**src/design/lpgc_pkg.sv**
```systemverilog
`timescale 1ns / 1ps
`default_nettype none

package lpgc_pkg;

    // Largest divisor that the package number division supports.
    localparam int MAX_PACKAGE_SECTORS = 128;
    localparam int DIV_W = $clog2(MAX_PACKAGE_SECTORS + 1);

    // Divider runs one quotient bit per cycle over a 32-bit dividend.
    localparam int DIV_STEPS = 32;
    localparam int CNT_W = $clog2(DIV_STEPS);

    localparam logic [31:0] LCG_MUL   = 32'h0003_43FD;
    localparam logic [31:0] LCG_ADD   = 32'h0026_9EC3;
    localparam logic [31:0] LCG_RESET = 32'h691E_5A0F;

    localparam logic [7:0] SPP_RESET = 8'd128;

    // Item kinds carried in tuser.
    localparam logic [1:0] KIND_START = 2'd0;
    localparam logic [1:0] KIND_GEN   = 2'd1;
    localparam logic [1:0] KIND_CHECK = 2'd2;

    // Configuration register indexes.
    localparam int CFG_IDX_W = 2;
    localparam logic [CFG_IDX_W-1:0] REG_BASE_SEED = 2'd0;
    localparam logic [CFG_IDX_W-1:0] REG_SECTORS   = 2'd1;

    typedef enum logic [1:0] {
        ST_IDLE,
        ST_DIV,
        ST_OUT
    } state_t;

    // Commands from the controller to the datapath.
    typedef struct packed {
        logic load_start;
        logic div_step;
        logic item_op;
    } cmd_t;

    // Status from the datapath to the controller.
    typedef struct packed {
        logic div_last;
    } status_t;

    // Zero divisor acts as one, large values saturate.
    function automatic logic [DIV_W-1:0] eff_divisor(input logic [7:0] spp);
        logic [DIV_W-1:0] d;
        if (spp == 8'd0) begin
            d = DIV_W'(1);
        end else if (32'(spp) > 32'(MAX_PACKAGE_SECTORS)) begin
            d = DIV_W'(MAX_PACKAGE_SECTORS);
        end else begin
            d = DIV_W'(spp);
        end
        return d;
    endfunction

endpackage

`default_nettype wire

```
**src/design/lpgc_datapath.sv**
```systemverilog
`timescale 1ns / 1ps
`default_nettype none

module lpgc_datapath
    import lpgc_pkg::*;
(
    input  wire logic                 aclk,
    input  wire logic                 aresetn,
    input  wire cmd_t                 cmd,
    output status_t                   status,
    input  wire logic [1:0]           s_kind,
    input  wire logic [31:0]          s_start_sector,
    input  wire logic [7:0]           s_read_byte,
    input  wire logic                 cfg_we,
    input  wire logic [CFG_IDX_W-1:0] cfg_index,
    input  wire logic [31:0]          cfg_data,
    output logic [7:0]                expected_byte,
    output logic                      mismatch,
    output logic [31:0]               error_sector,
    output logic [8:0]                error_offset,
    output logic                      failed
);

    // Architectural state and configuration.
    logic signed [31:0] base_seed_reg, base_seed_next;
    logic [7:0]         spp_reg, spp_next;
    logic [31:0]        lcg_reg, lcg_next;
    logic [15:0]        byte_index_reg, byte_index_next;
    logic [31:0]        pkg_start_reg, pkg_start_next;
    logic               failed_reg, failed_next;

    // Divider state.
    logic [31:0]      quo_reg, quo_next;
    logic [DIV_W-1:0] rem_reg, rem_next;
    logic [DIV_W-1:0] div_reg, div_next;
    logic [CNT_W-1:0] cnt_reg, cnt_next;

    // Result registers.
    logic [7:0]  exp_reg, exp_next;
    logic        mism_reg, mism_next;
    logic [31:0] esec_reg, esec_next;
    logic [8:0]  eoff_reg, eoff_next;
    logic        fail_out_reg, fail_out_next;
    logic        load_out;

    // Helpers.
    logic [31:0]    lcg_step;
    logic [7:0]     pat_byte;
    logic [DIV_W:0] trial;
    logic [DIV_W:0] div_ext;
    logic [DIV_W:0] diff;
    logic           ge;
    logic [31:0]    quo_final;
    logic           is_byte;
    logic           bad;

    // One LCG step and the pattern byte it yields.
    assign lcg_step = lcg_reg * LCG_MUL + LCG_ADD;
    assign pat_byte = lcg_step[23:16];

    // Restoring divider step: shift in the next dividend bit and try to subtract.
    assign trial     = {rem_reg, quo_reg[31]};
    assign div_ext   = {1'b0, div_reg};
    assign diff      = trial - div_ext;
    assign ge        = (trial >= div_ext);
    assign quo_final = {quo_reg[30:0], ge};

    assign status.div_last = (cnt_reg == CNT_W'(DIV_STEPS - 1));

    assign is_byte = (s_kind == KIND_GEN) || (s_kind == KIND_CHECK);
    assign bad     = (s_kind == KIND_CHECK) && (s_read_byte != pat_byte) && !failed_reg;

    // Next-state logic.
    always_comb begin
        base_seed_next  = base_seed_reg;
        spp_next        = spp_reg;
        lcg_next        = lcg_reg;
        byte_index_next = byte_index_reg;
        pkg_start_next  = pkg_start_reg;
        failed_next     = failed_reg;
        quo_next        = quo_reg;
        rem_next        = rem_reg;
        div_next        = div_reg;
        cnt_next        = cnt_reg;
        exp_next        = exp_reg;
        mism_next       = mism_reg;
        esec_next       = esec_reg;
        eoff_next       = eoff_reg;
        fail_out_next   = fail_out_reg;
        load_out        = 1'b0;

        // Configuration writes; indexes beyond the list are ignored.
        if (cfg_we) begin
            if (cfg_index == REG_BASE_SEED) begin
                base_seed_next = $signed(cfg_data);
            end else if (cfg_index == REG_SECTORS) begin
                spp_next = cfg_data[7:0];
            end
        end

        if (cmd.load_start) begin
            quo_next        = s_start_sector;
            rem_next        = '0;
            div_next        = eff_divisor(spp_reg);
            cnt_next        = '0;
            pkg_start_next  = s_start_sector;
            byte_index_next = '0;
            failed_next     = 1'b0;
        end

        if (cmd.div_step) begin
            quo_next = quo_final;
            rem_next = ge ? diff[DIV_W-1:0] : trial[DIV_W-1:0];
            cnt_next = cnt_reg + CNT_W'(1);
            // Last step seeds the LCG and posts the all-zero start result.
            if (status.div_last) begin
                lcg_next      = quo_final + $unsigned(base_seed_reg);
                load_out      = 1'b1;
                exp_next      = '0;
                mism_next     = 1'b0;
                esec_next     = '0;
                eoff_next     = '0;
                fail_out_next = 1'b0;
            end
        end

        if (cmd.item_op) begin
            load_out = 1'b1;
            if (is_byte) begin
                lcg_next        = lcg_step;
                byte_index_next = byte_index_reg + 16'd1;
                failed_next     = failed_reg || bad;
                exp_next        = pat_byte;
                mism_next       = bad;
                esec_next       = pkg_start_reg + {25'd0, byte_index_reg[15:9]};
                eoff_next       = byte_index_reg[8:0];
                fail_out_next   = failed_reg || bad;
            end else begin
                // Unused kind: no state change, report the current flag.
                exp_next      = '0;
                mism_next     = 1'b0;
                esec_next     = '0;
                eoff_next     = '0;
                fail_out_next = failed_reg;
            end
        end
    end

    // Control and architectural state.
    always_ff @(posedge aclk) begin
        if (!aresetn) begin
            base_seed_reg  <= '0;
            spp_reg        <= SPP_RESET;
            lcg_reg        <= LCG_RESET;
            byte_index_reg <= '0;
            pkg_start_reg  <= '0;
            failed_reg     <= 1'b0;
            cnt_reg        <= '0;
        end else begin
            base_seed_reg  <= base_seed_next;
            spp_reg        <= spp_next;
            lcg_reg        <= lcg_next;
            byte_index_reg <= byte_index_next;
            pkg_start_reg  <= pkg_start_next;
            failed_reg     <= failed_next;
            cnt_reg        <= cnt_next;
        end
    end

    // Divider operands and the result word.
    always_ff @(posedge aclk) begin
        quo_reg <= quo_next;
        rem_reg <= rem_next;
        div_reg <= div_next;
        if (load_out) begin
            exp_reg      <= exp_next;
            mism_reg     <= mism_next;
            esec_reg     <= esec_next;
            eoff_reg     <= eoff_next;
            fail_out_reg <= fail_out_next;
        end
    end

    assign expected_byte = exp_reg;
    assign mismatch      = mism_reg;
    assign error_sector  = esec_reg;
    assign error_offset  = eoff_reg;
    assign failed        = fail_out_reg;

endmodule

`default_nettype wire

```
**config.mk**
```make
export PLATFORM = sky130hd
export DESIGN_NAME = lpgc_datapath
export DESIGN_NICKNAME = d
export VERILOG_FILES = /design/src/design/lpgc_pkg.sv /design/src/design/lpgc_datapath.sv
export SDC_FILE = /design/constraint.sdc
export NUM_CORES = 1
export LEC_CHECK = 0
export BUFFER_PORTS_ARGS = -buffer_cell sky130_fd_sc_hd__buf_2
export CORE_MARGIN = 2
export CORE_UTILIZATION = 55
export CTS_CLUSTER_SIZE = 20
export DETAILED_ROUTE_END_ITERATION = 6
export GPL_ROUTABILITY_DRIVEN = 0
export PLACE_DENSITY_LB_ADDON = 0.08
export SETUP_SLACK_MARGIN = 0.3
export SLEW_MARGIN = 10
export SYNTH_ARGS = -nofsm -noshare
export SYNTH_HDL_FRONTEND = slang
export SYNTH_SLANG_ARGS = --single-unit
```
**constraint.sdc**
```tcl
create_clock -name aclk -period 7.2 [get_ports aclk]
set_clock_uncertainty 0.15 [all_clocks]
set_input_delay 2.16 -clock aclk [delete_from_list [all_inputs] [get_ports aclk]]
set_output_delay 2.16 -clock aclk [all_outputs]
set_load 0.1 [all_outputs]
```
==> results.py, run 1 <==
metrics = {
    "grt": {
        "first_global_vias": 11500,
        "grt_pass1_wl_microns": 60800,
        "antenna_violations_before_repair": 3,
        "grt_max_degree": 61,
        "globalRouteTotalUtil_pct": 25.1,
        "grt-ovfl-total": 0,
    },
    "synth": {
        "netlist_area_pre_place_sq_mm": 0.0160,
        "postSynth.topFlopCell": "sky130_fd_sc_hd__dfxtp_1",
        "ys_seq_elements": 209,
        "ys.warnings.count": 0,
        "synth_area_per_cell_sq_um": 9.74,
        "synth_seq_area_share_pct": 32.4,
        "edff_count_synth": 99,
        "async_set_or_reset_register_ratio_after_synthesis_pct": 0,
        "ys_types": 73,
        "synthesized_instance_count": 1641,
        "synth.net_count": 1983,
    },
    "setup_path": {
        "cp_max_fo": 6,
        "setup.worst_path.class": "register to register",
        "cp.arrival_ns": 6.71,
        "timing.rr.end": "failed",
        "cp.required_ns": 7.29,
        "timing.critical_path.from_type": "register",
        "crit_path_end_kind": "register",
        "setup.worst_path.end": "failed",
        "ff2ff_path_depth": 20,
        "regToRegSetupSlack_ns": 0.58,
        "worst_setup_path_startpoint": "lcg_reg[4]",
        "reg2reg_from": "lcg_reg[4]",
    },
    "sta": {
        "hold_slack_ns": 0.310,
        "setup_viol_count_final": 0,
        "fin_setup_tns_ns": 0,
        "setup_repair_after_global_routing_missed_its_margin": "no",
        "min_period_over_period_pct": 92.0,
        "period_needed_ns": 6.62,
        "max-slew-margin-rel_pct": 26.2,
        "fmax_ghz": 0.151,
        "worst-slew-pin-transition_ns": 1.11,
        "finalHoldViolCount": 0,
        "final_max_slew_viol_count": 0,
    },
    "floorplan": {
        "cell_row_count": 62,
        "core_sq_mm": 0.0286,
        "effective_utilization_at_floorplan_pct": 55.8,
        "pin_count": 134,
        "die_width_microns": 174,
        "die_area_sq_mm": 0.0304,
        "vert_die_dim_microns": 174,
    },
    "route": {
        "final_antenna_violating_net_count": 0,
        "routed-via-count": 11700,
        "routed_wirelength_microns": 37700,
        "drt_pre_antenna_iters": 5,
        "drc": 0,
        "detail_route.wl_per_cell_microns": 17.5,
        "detailedRoute.firstIterationViolations": 825,
        "detail_route.vias_per_cell": 5.42,
    },
    "final_layout": {
        "final_cell_area_sq_mm": 0.0177,
        "syn2layout_area_growth_pct": 10.8,
        "layout.cells.non_filler": 2159,
        "most_frequent_cells_in_the_layout": "sky130_fd_sc_hd__inv_1, sky130_fd_sc_hd__ha_1, sky130_fd_sc_hd__nor2_1",
        "final_common_cell": "sky130_fd_sc_hd__inv_1",
        "drive_gt1_share_pct": 13.4,
        "fin_nets": 2100,
    },
    "run": {
        "maxCapViolations": 0,
    },
    "clock_network": {
        "tritoncts_buffers": 22,
        "post_cts.repair.setup_buffers": 0,
        "cts-root-to-sink-buffers": 3,
        "cts_num_sinks": 209,
        "worst_setup_hold_path_clk_slew_ns": 0.06,
        "clock_latency_ns": 0.51,
        "cts_htree_levels": 1,
        "cts-root-buf": "sky130_fd_sc_hd__clkbuf_16",
        "tritoncts_clock_tree": "done",
    },
    "place": {
        "hpwlAfterDp_microns": 29700,
        "placed_instance_count": 2118,
        "area_after_detailed_placement_sq_mm": 0.0170,
        "port_buffers": 125,
    },
    "worst_hold_path": {
        "worst_hold_path_type": "register to register",
    },
    "outcome": {
        "run_status": "finished, final reports clean",
    },
}
[synth_stat cells (all sizes together), types with 4 or more instances]
master / number / area share (%)
inv: 260 / 6.1
ha: 146 / 11
nor2: 134 / 3.1
fa: 114 / 14
nand2: 112 / 2.6
dfxtp: 110 / 14
edfxtp: 99 / 19
a21oi: 95 / 3.0
xnor2: 55 / 3.0
o21ai: 53 / 1.7
mux2i: 43 / 2.7
xor2: 43 / 2.4
clkbuf: 42 / 1.1
mux2: 33 / 2.3
nand3: 27 / 0.85
a21o: 18 / 0.85
and2: 18 / 0.71
and3: 18 / 0.70
nor2b: 17 / 0.67
nor3: 16 / 0.53
a211oi: 15 / 0.70
o21a: 15 / 0.70
buf: 13 / 0.47
o211ai: 12 / 0.59
a211o: 9 / 0.49
a31oi: 9 / 0.35
nand4: 9 / 0.35
nor3b: 9 / 0.42
or3: 9 / 0.38
a21boi: 7 / 0.33
a311oi: 6 / 0.33
nand2b: 6 / 0.23
nand3b: 6 / 0.28
nor4: 6 / 0.23
and4: 5 / 0.27
or2: 5 / 0.20
a41oi: 4 / 0.22
o21bai: 4 / 0.19
o31ai: 4 / 0.19
[worst min path at each step]
stage,cells past startpoint,endpoint,slack (ns),from
after floorplan,2,base_seed_reg[0],0.29,base_seed_reg[0]
after global placement,2,base_seed_reg[18],0.30,base_seed_reg[18]
after detailed placement,2,base_seed_reg[19],0.30,base_seed_reg[19]
after CTS,2,base_seed_reg[19],0.31,base_seed_reg[19]
after global routing,2,base_seed_reg[19],0.33,base_seed_reg[19]
final,2,base_seed_reg[19],0.31,base_seed_reg[19]
[per-stage QoR]
stage,setup WS [ns],util [%]
after floorplan,1.13,-
after global placement,0.496,59.5
after detailed placement,0.485,59.5
after CTS,0.371,61.7
after global routing,0.286,61.9
final,0.579,61.9
[cell type report]
cell class / count / area [sq um]
diodes: 1 / 2.50
clock buffers: 34 / 606
repair buffers: 148 / 798
clock inverters: 6 / 41.3
multi-input cells: 1115 / 9620
fillers: 2488 / 10900
flip-flops and latches: 209 / 5180
well taps: 384 / 480
inverters: 262 / 983
[critical path, stage by stage, from the launching register on]
cell and delay, ns:
sky130_fd_sc_hd__dfxtp_1 0.38, sky130_fd_sc_hd__fa_1 0.48, sky130_fd_sc_hd__inv_1 0.14, sky130_fd_sc_hd__fa_1 0.46, sky130_fd_sc_hd__fa_1 0.54, sky130_fd_sc_hd__inv_1 0.06, sky130_fd_sc_hd__fa_1 0.49, sky130_fd_sc_hd__inv_1 0.04
sky130_fd_sc_hd__fa_1 0.47, sky130_fd_sc_hd__fa_1 0.55, sky130_fd_sc_hd__inv_1 0.04, sky130_fd_sc_hd__ha_1 0.37, sky130_fd_sc_hd__a211o_1 0.34, sky130_fd_sc_hd__a211oi_1 0.24, sky130_fd_sc_hd__nand3_2 0.19, sky130_fd_sc_hd__a41oi_2 0.27
sky130_fd_sc_hd__xnor3_1 0.28, sky130_fd_sc_hd__nor4_2 0.28, sky130_fd_sc_hd__nand4_1 0.23, sky130_fd_sc_hd__o21ai_1 0.22, sky130_fd_sc_hd__a21boi_1 0.10
[per-layer routing]
metal | share of wire, % | global-route usage, % | vias to the layer above
met5 | 0.056 | 0 | -
met4 | 1.8 | 4.69 | 4
met3 | 5.6 | 4.27 | 43
met2 | 44 | 39.1 | 269
met1 | 48 | 37.1 | 5645
li1 | - | - | 5734
[timing repair]
action | 4_1_cts | 5_1_grt
setup endpoints to repair | 0 | 3
endpoints found under the hold margin | 0 | 0
gates resized for setup | 0 | 9
hold buffers | 0 | 0
[kinds of logic after synthesis]
logic type | share of synthesized area [%]
simple gates | 11.8
xor+xnor | 6.24
flops | 32.4
buf+inv | 7.73
compound gates | 11.1
fa+ha+maj | 25.7
mux | 5.02
Power of run 1 is not shown: default switching activity piles up to over one toggle a cycle in this logic, so the estimate is an artifact.
==> inputs of run 2 (changes only) <==
--- a/config.mk
+++ b/config.mk
@@ -8,6 +8,7 @@
 export BUFFER_PORTS_ARGS = -buffer_cell sky130_fd_sc_hd__buf_2
 export CORE_MARGIN = 2
 export CORE_UTILIZATION = 55
+export CTS_BUF_LIST = sky130_fd_sc_hd__clkbuf_16
 export CTS_CLUSTER_SIZE = 20
 export DETAILED_ROUTE_END_ITERATION = 6
 export GPL_ROUTABILITY_DRIVEN = 0
==> constraint.sdc (replaced) <==
create_clock -name aclk -period 8.28 [get_ports aclk]
set_clock_uncertainty 0.15 [all_clocks]
set_input_delay 2.484 -clock aclk [delete_from_list [all_inputs] [get_ports aclk]]
set_output_delay 2.484 -clock aclk [all_outputs]
set_load 0.1 [all_outputs]
==> run 2 against run 1 <==
Compared with the run above:
- non-clock buffer count decreased by 13
- cell count decreased by 0.69%
- sequential cell count unchanged
- register-to-register slack improved by 0.37 ns
- first-iteration DRC count decreased by 12%
- clock-buffer cell count decreased by 13
- critical path type unchanged
- highest routed layer unchanged
==> results.py, run 2 (synthesis gave the netlist of run 1 again) <==
metrics = {
    "route": {
        "detail_route.wl_per_cell_microns": 17.4,
        "routed-via-count": 11700,
        "routed_wirelength_microns": 37300,
        "drt_pre_antenna_iters": 5,
        "final_antenna_violating_net_count": 0,
        "drc": 0,
        "detail_route.vias_per_cell": 5.46,
        "detailedRoute.firstIterationViolations": 728,
    },
    "final_layout": {
        "layout.cells.non_filler": 2144,
        "final_cell_area_sq_mm": 0.0176,
        "fin_nets": 2086,
        "drive_gt1_share_pct": 12.6,
        "syn2layout_area_growth_pct": 9.94,
        "final_common_cell": "sky130_fd_sc_hd__inv_1",
        "most_frequent_cells_in_the_layout": "sky130_fd_sc_hd__inv_1, sky130_fd_sc_hd__ha_1, sky130_fd_sc_hd__nor2_1",
    },
    "clock_network": {
        "cts-root-buf": "sky130_fd_sc_hd__clkbuf_16",
        "post_cts_resized": 0,
        "post_cts.repair.setup_buffers": 0,
        "clock_latency_ns": 0.50,
        "tritoncts_clock_tree": "done",
        "cts_num_sinks": 209,
        "cts_htree_levels": 1,
        "tritoncts_buffers": 21,
        "worst_setup_hold_path_clk_slew_ns": 0.06,
        "cts-root-to-sink-buffers": 3,
        "cts_hold_buffers": 0,
    },
    "sta": {
        "period_needed_ns": 7.33,
        "fin_setup_tns_ns": 0,
        "setup_repair_after_global_routing_missed_its_margin": "no",
        "finalHoldViolCount": 0,
        "final_max_slew_viol_count": 0,
        "worst-slew-pin-transition_ns": 1.08,
        "max-slew-margin-rel_pct": 27.8,
        "hold_slack_ns": 0.311,
        "min_period_over_period_pct": 88.5,
        "setup_viol_count_final": 0,
        "fmax_ghz": 0.136,
    },
    "floorplan": {
        "pin_count": 134,
        "die_area_sq_mm": 0.0304,
        "vert_die_dim_microns": 174,
        "core_sq_mm": 0.0286,
        "effective_utilization_at_floorplan_pct": 55.8,
        "die_width_microns": 174,
        "cell_row_count": 62,
    },
    "setup_path": {
        "crit_path_end_kind": "register",
        "timing.critical_path.from_type": "register",
        "setup.worst_path.class": "register to register",
        "cp.arrival_ns": 7.41,
        "cp.required_ns": 8.37,
        "cp_max_fo": 6,
    },
    "run": {
        "maxCapViolations": 0,
    },
    "grt": {
        "grt_max_degree": 89,
        "antenna_violations_before_repair": 3,
        "grt_pass1_wl_microns": 60600,
        "grt-ovfl-total": 0,
        "first_global_vias": 11300,
        "globalRouteTotalUtil_pct": 24.9,
    },
    "place": {
        "placed_instance_count": 2105,
        "port_buffers": 125,
        "hpwlAfterDp_microns": 29000,
        "area_after_detailed_placement_sq_mm": 0.0169,
    },
    "worst_hold_path": {
        "worst_hold_path_type": "register to register",
    },
    "outcome": {
        "run_status": "finished, final reports clean",
    },
}
[run 2: final timing paths]
path / startpoint / endpoint / slack (ns) / depth (start not counted)
worst max-delay path: lcg_reg[9] / failed / 0.95 / 22
worst min-delay path: base_seed_reg[18] / base_seed_reg[18] / 0.31 / 2
worst max register to register: lcg_reg[9] / failed / 0.95 / 22
worst min register to register: base_seed_reg[18] / base_seed_reg[18] / 0.31 / 2
[run 2: area by class of cell]
class                           count  area (sq um)
Fill cell                        2430         11100
Multi-Input combinational cell   1115          9590
Sequential cell                   209          5170
Inverter                          262           983
Timing Repair Buffer              135           701
Clock buffer                       21           526
Tap cell                          384           480
Clock inverter                     17           120
Antenna cell                        1          2.50
[run 2: worst max-delay path: stages, from the launching register on]
cell and delay [ns]:
sky130_fd_sc_hd__dfxtp_1 0.55, sky130_fd_sc_hd__inv_1 0.19, sky130_fd_sc_hd__fa_1 0.60, sky130_fd_sc_hd__inv_1 0.11, sky130_fd_sc_hd__fa_1 0.55, sky130_fd_sc_hd__ha_1 0.14, sky130_fd_sc_hd__inv_1 0.05, sky130_fd_sc_hd__fa_1 0.53
sky130_fd_sc_hd__inv_1 0.05, sky130_fd_sc_hd__fa_1 0.48, sky130_fd_sc_hd__inv_1 0.06, sky130_fd_sc_hd__fa_1 0.53, sky130_fd_sc_hd__inv_1 0.04, sky130_fd_sc_hd__ha_1 0.40, sky130_fd_sc_hd__a211o_1 0.33, sky130_fd_sc_hd__a21oi_1 0.46
sky130_fd_sc_hd__a21oi_1 0.24, sky130_fd_sc_hd__a41oi_1 0.36, sky130_fd_sc_hd__xnor3_1 0.29, sky130_fd_sc_hd__nor4_1 0.33, sky130_fd_sc_hd__nand4_1 0.26, sky130_fd_sc_hd__o21ai_0 0.25, sky130_fd_sc_hd__a21boi_1 0.10
[run 2: metal layers]
layer	routed length [microns]	part of all wire, %	track usage (%)
met1	17900	48	37.1
met2	16700	45	38.9
met3	2080	5.6	3.65
met4	670	1.8	4.80
met5	27	0.072	0
[run 2: stage by stage]
stage                     setup slack [ns]  util, %
after CTS                             1.05     61.4
after global placement                1.18     59.1
after global routing                 0.676     61.4
final                                0.954     61.4
after floorplan                       2.21        -
after detailed placement              1.13     59.1
Power of run 2 is left out for the same reason.
==> inputs of run 3 (changes only) <==
--- a/config.mk
+++ b/config.mk
@@ -5,6 +5,7 @@
 export SDC_FILE = /design/constraint.sdc
 export NUM_CORES = 1
 export LEC_CHECK = 0
+export ABC_AREA = 1
 export BUFFER_PORTS_ARGS = -buffer_cell sky130_fd_sc_hd__buf_2
 export CORE_MARGIN = 2
 export CORE_UTILIZATION = 55
==> run 3 against run 2 <==
Compared with the run above:
- maximum frequency rose by 17%
- non-clock buffer count decreased by 3
- register-to-register slack better by 1.1 ns
- sequential share of layout area decreased by 1.3 points
- first-iteration DRC count is 27% higher
- global-route usage increased by 2.6 points
- clock-buffer cell count up 6
- critical path type unchanged
- critical endpoint unchanged
- largest cell class unchanged
==> results.py, run 3 <==
metrics = {
    "synth": {
        "postSynth.topFlopCell": "sky130_fd_sc_hd__dfxtp_1",
        "ys_types": 59,
        "edff_count_synth": 99,
        "synth_fa_ha_area_share_pct": 24.8,
        "post_synth_and_or_nand_nor_area_fraction_pct": 18.6,
        "ys.warnings.count": 0,
        "synth_area_per_cell_sq_um": 8.05,
        "synth.net_count": 2400,
        "async_set_or_reset_register_ratio_after_synthesis_pct": 0,
        "synth.top_cells.by_area": "sky130_fd_sc_hd__edfxtp_1, sky130_fd_sc_hd__fa_1, sky130_fd_sc_hd__dfxtp_1",
        "synth_compound_area_share_pct": 12.3,
        "synth.largest_area_cell": "sky130_fd_sc_hd__edfxtp_1",
        "largest_family_of_logic_cells_by_synthesized_area": "adder cells",
        "synth_top_area_share_pct": 17.9,
        "synth.top_cells.by_count": "sky130_fd_sc_hd__inv_1, sky130_fd_sc_hd__nand2_1, sky130_fd_sc_hd__nor2_1",
        "synth_xor_xnor_area_share_pct": 2.27,
        "yosysMostFrequentCell": "sky130_fd_sc_hd__inv_1",
        "ys_seq_elements": 209,
        "netlist_area_pre_place_sq_mm": 0.0166,
        "synth_mux_area_share_pct": 0,
        "synthesized_instance_count": 2058,
        "synth_seq_area_share_pct": 31.2,
    },
    "setup_path": {
        "crit_path_end_kind": "register",
        "worst_path_largest_cell_delay_ns": 0.62,
        "cp.required_ns": 8.42,
        "slowest_cell_on_the_critical_path": "sky130_fd_sc_hd__dfxtp_1",
        "setup.worst_path.class": "register to register",
        "cp_max_fo": 8,
        "timing.critical_path.from_type": "register",
        "critical_path_buf_inv_count": 4,
        "critical-path-top-delay-family": "adder cells",
        "worst_path_most_repeated_cell": "sky130_fd_sc_hd__nand2_1",
        "cp.arrival_ns": 6.41,
    },
    "grt": {
        "antenna_violations_before_repair": 2,
        "globalRouteTotalUtil_pct": 27.5,
        "grt_pass1_wl_microns": 68400,
        "grt-ovfl-total": 0,
        "grt_max_degree": 86,
        "first_global_vias": 13600,
    },
    "sta": {
        "worst-slew-pin-transition_ns": 1.04,
        "max-slew-margin-rel_pct": 30.2,
        "final_max_slew_viol_count": 0,
        "period_needed_ns": 6.27,
        "fin_setup_tns_ns": 0,
        "setup_viol_count_final": 0,
        "min_period_over_period_pct": 75.7,
        "setup_repair_after_global_routing_missed_its_margin": "no",
        "finalHoldViolCount": 0,
        "fmax_ghz": 0.159,
    },
    "place": {
        "port_buffers": 125,
        "hpwlAfterDp_microns": 33700,
    },
    "floorplan": {
        "pin_count": 134,
        "die_area_sq_mm": 0.0315,
        "die_width_microns": 178,
        "core_sq_mm": 0.0296,
        "vert_die_dim_microns": 178,
        "effective_utilization_at_floorplan_pct": 55.9,
        "cell_row_count": 63,
    },
    "clock_network": {
        "cts_num_sinks": 209,
        "worst_setup_hold_path_clk_slew_ns": 0.06,
        "cts_htree_levels": 1,
        "cts-root-to-sink-buffers": 3,
        "cts-root-buf": "sky130_fd_sc_hd__clkbuf_16",
        "tritoncts_buffers": 24,
        "post_cts_resized": 0,
        "cts_hold_buffers": 0,
        "clock_latency_ns": 0.53,
        "post_cts.repair.setup_buffers": 0,
        "tritoncts_clock_tree": "done",
    },
    "route": {
        "drc": 0,
        "routed-via-count": 13800,
        "detail_route.wl_per_cell_microns": 16.5,
        "drt_pre_antenna_iters": 5,
        "detail_route.vias_per_cell": 5.36,
        "detailedRoute.firstIterationViolations": 928,
        "routed_wirelength_microns": 42600,
        "final_antenna_violating_net_count": 0,
    },
    "final_layout": {
        "final_common_cell": "sky130_fd_sc_hd__inv_1",
        "most_frequent_cells_in_the_layout": "sky130_fd_sc_hd__inv_1, sky130_fd_sc_hd__nand2_1, sky130_fd_sc_hd__nor2_1",
        "fin_nets": 2510,
        "drive_gt1_share_pct": 10.2,
        "syn2layout_area_growth_pct": 11.0,
        "n_fill_cell": 2723,
    },
    "outcome": {
        "run_status": "finished, final reports clean",
    },
    "run": {
        "maxCapViolations": 0,
    },
    "worst_hold_path": {
        "worst_hold_path_type": "register to register",
    },
}
-- run 3: cell types whose count changed after synthesis, sizes merged, moves of 19 or more --
cell   change
nand2    +270
inv      +162
o21ai     +85
a21oi     +61
nand3     +51
mux2i     -43
xnor2     -37
mux2      -33
nor2      +33
xor2      -19
-- run 3: layout make-up --
cell class,count,area [sq um],area share (%)
clock inverters,17,148,0.803
repair buffers,132,678,3.69
diodes,1,2.50,0.0136
multi-input cells,1375,9620,52.3
well taps,390,488,2.65
inverters,426,1600,8.70
clock buffers,27,676,3.68
flip-flops and latches,209,5170,28.2
-- run 3: worst reg2reg max path: stages, from the launching register on --
cell,delay [ns]
sky130_fd_sc_hd__dfxtp_1,0.62
sky130_fd_sc_hd__inv_1,0.20
sky130_fd_sc_hd__fa_1,0.45
sky130_fd_sc_hd__fa_1,0.50
sky130_fd_sc_hd__fa_1,0.54
sky130_fd_sc_hd__inv_1,0.06
sky130_fd_sc_hd__fa_1,0.46
sky130_fd_sc_hd__fa_1,0.49
sky130_fd_sc_hd__inv_1,0.05
sky130_fd_sc_hd__fa_1,0.53
sky130_fd_sc_hd__inv_1,0.04
sky130_fd_sc_hd__ha_1,0.34
sky130_fd_sc_hd__nand2_1,0.15
sky130_fd_sc_hd__nor2_1,0.23
sky130_fd_sc_hd__and3_1,0.20
sky130_fd_sc_hd__nand2_1,0.09
sky130_fd_sc_hd__nand2_1,0.10
sky130_fd_sc_hd__nand2_1,0.07
sky130_fd_sc_hd__nand3_1,0.06
sky130_fd_sc_hd__nand2_1,0.05
sky130_fd_sc_hd__nor2_1,0.14
sky130_fd_sc_hd__nand4_1,0.14
sky130_fd_sc_hd__nor2_1,0.11
sky130_fd_sc_hd__nand2_1,0.11
sky130_fd_sc_hd__nand3_2,0.09
sky130_fd_sc_hd__nand2_1,0.06
-- run 3: path summary, 6_finish.rpt --
| path | depth (start not counted) | startpoint | endpoint | slack [ns] |
|---|---|---|---|---|
| hold reg to reg | 2 | cnt_reg[4] | cnt_reg[4] | 0.32 |
| hold / removal | 2 | cnt_reg[4] | cnt_reg[4] | 0.32 |
| setup reg to reg | 25 | lcg_reg[5] | failed | 2.01 |
| setup / recovery | 25 | lcg_reg[5] | failed | 2.01 |
-- run 3: stage by stage --
stage               instance area, sq um  hold slack, ns  setup slack (ns)  std cells  util (%)
floorplan                          16600           0.286              2.77       2058         -
global route                       18400           0.352              1.63       2576      62.0
finish                             18400           0.323              2.01       2577      62.0
CTS                                18400           0.326              2.04       2576      62.0
global placement                   17600           0.308              2.11       2532      59.2
detailed placement                 17600           0.317              2.02       2532      59.2
-- run 3: metal layers --
metal  track usage (%)  wire [microns]  part of all wire [%]  vias up
met4              8.40            1310                   3.1        2
met5                 0              11                 0.026        -
met2              48.1           20700                    49      375
li1                  -               -                     -     6846
met1              35.3           18200                    43     6509
met3              3.62            2330                   5.5       87
-- run 3: kinds of logic after synthesis --
logic type | count (synthesis)
compound gates | 362
xor+xnor | 42
fa+ha+maj | 260
buf+inv | 474
flops | 209
simple gates | 711
Power of run 3 is left out for the same reason.
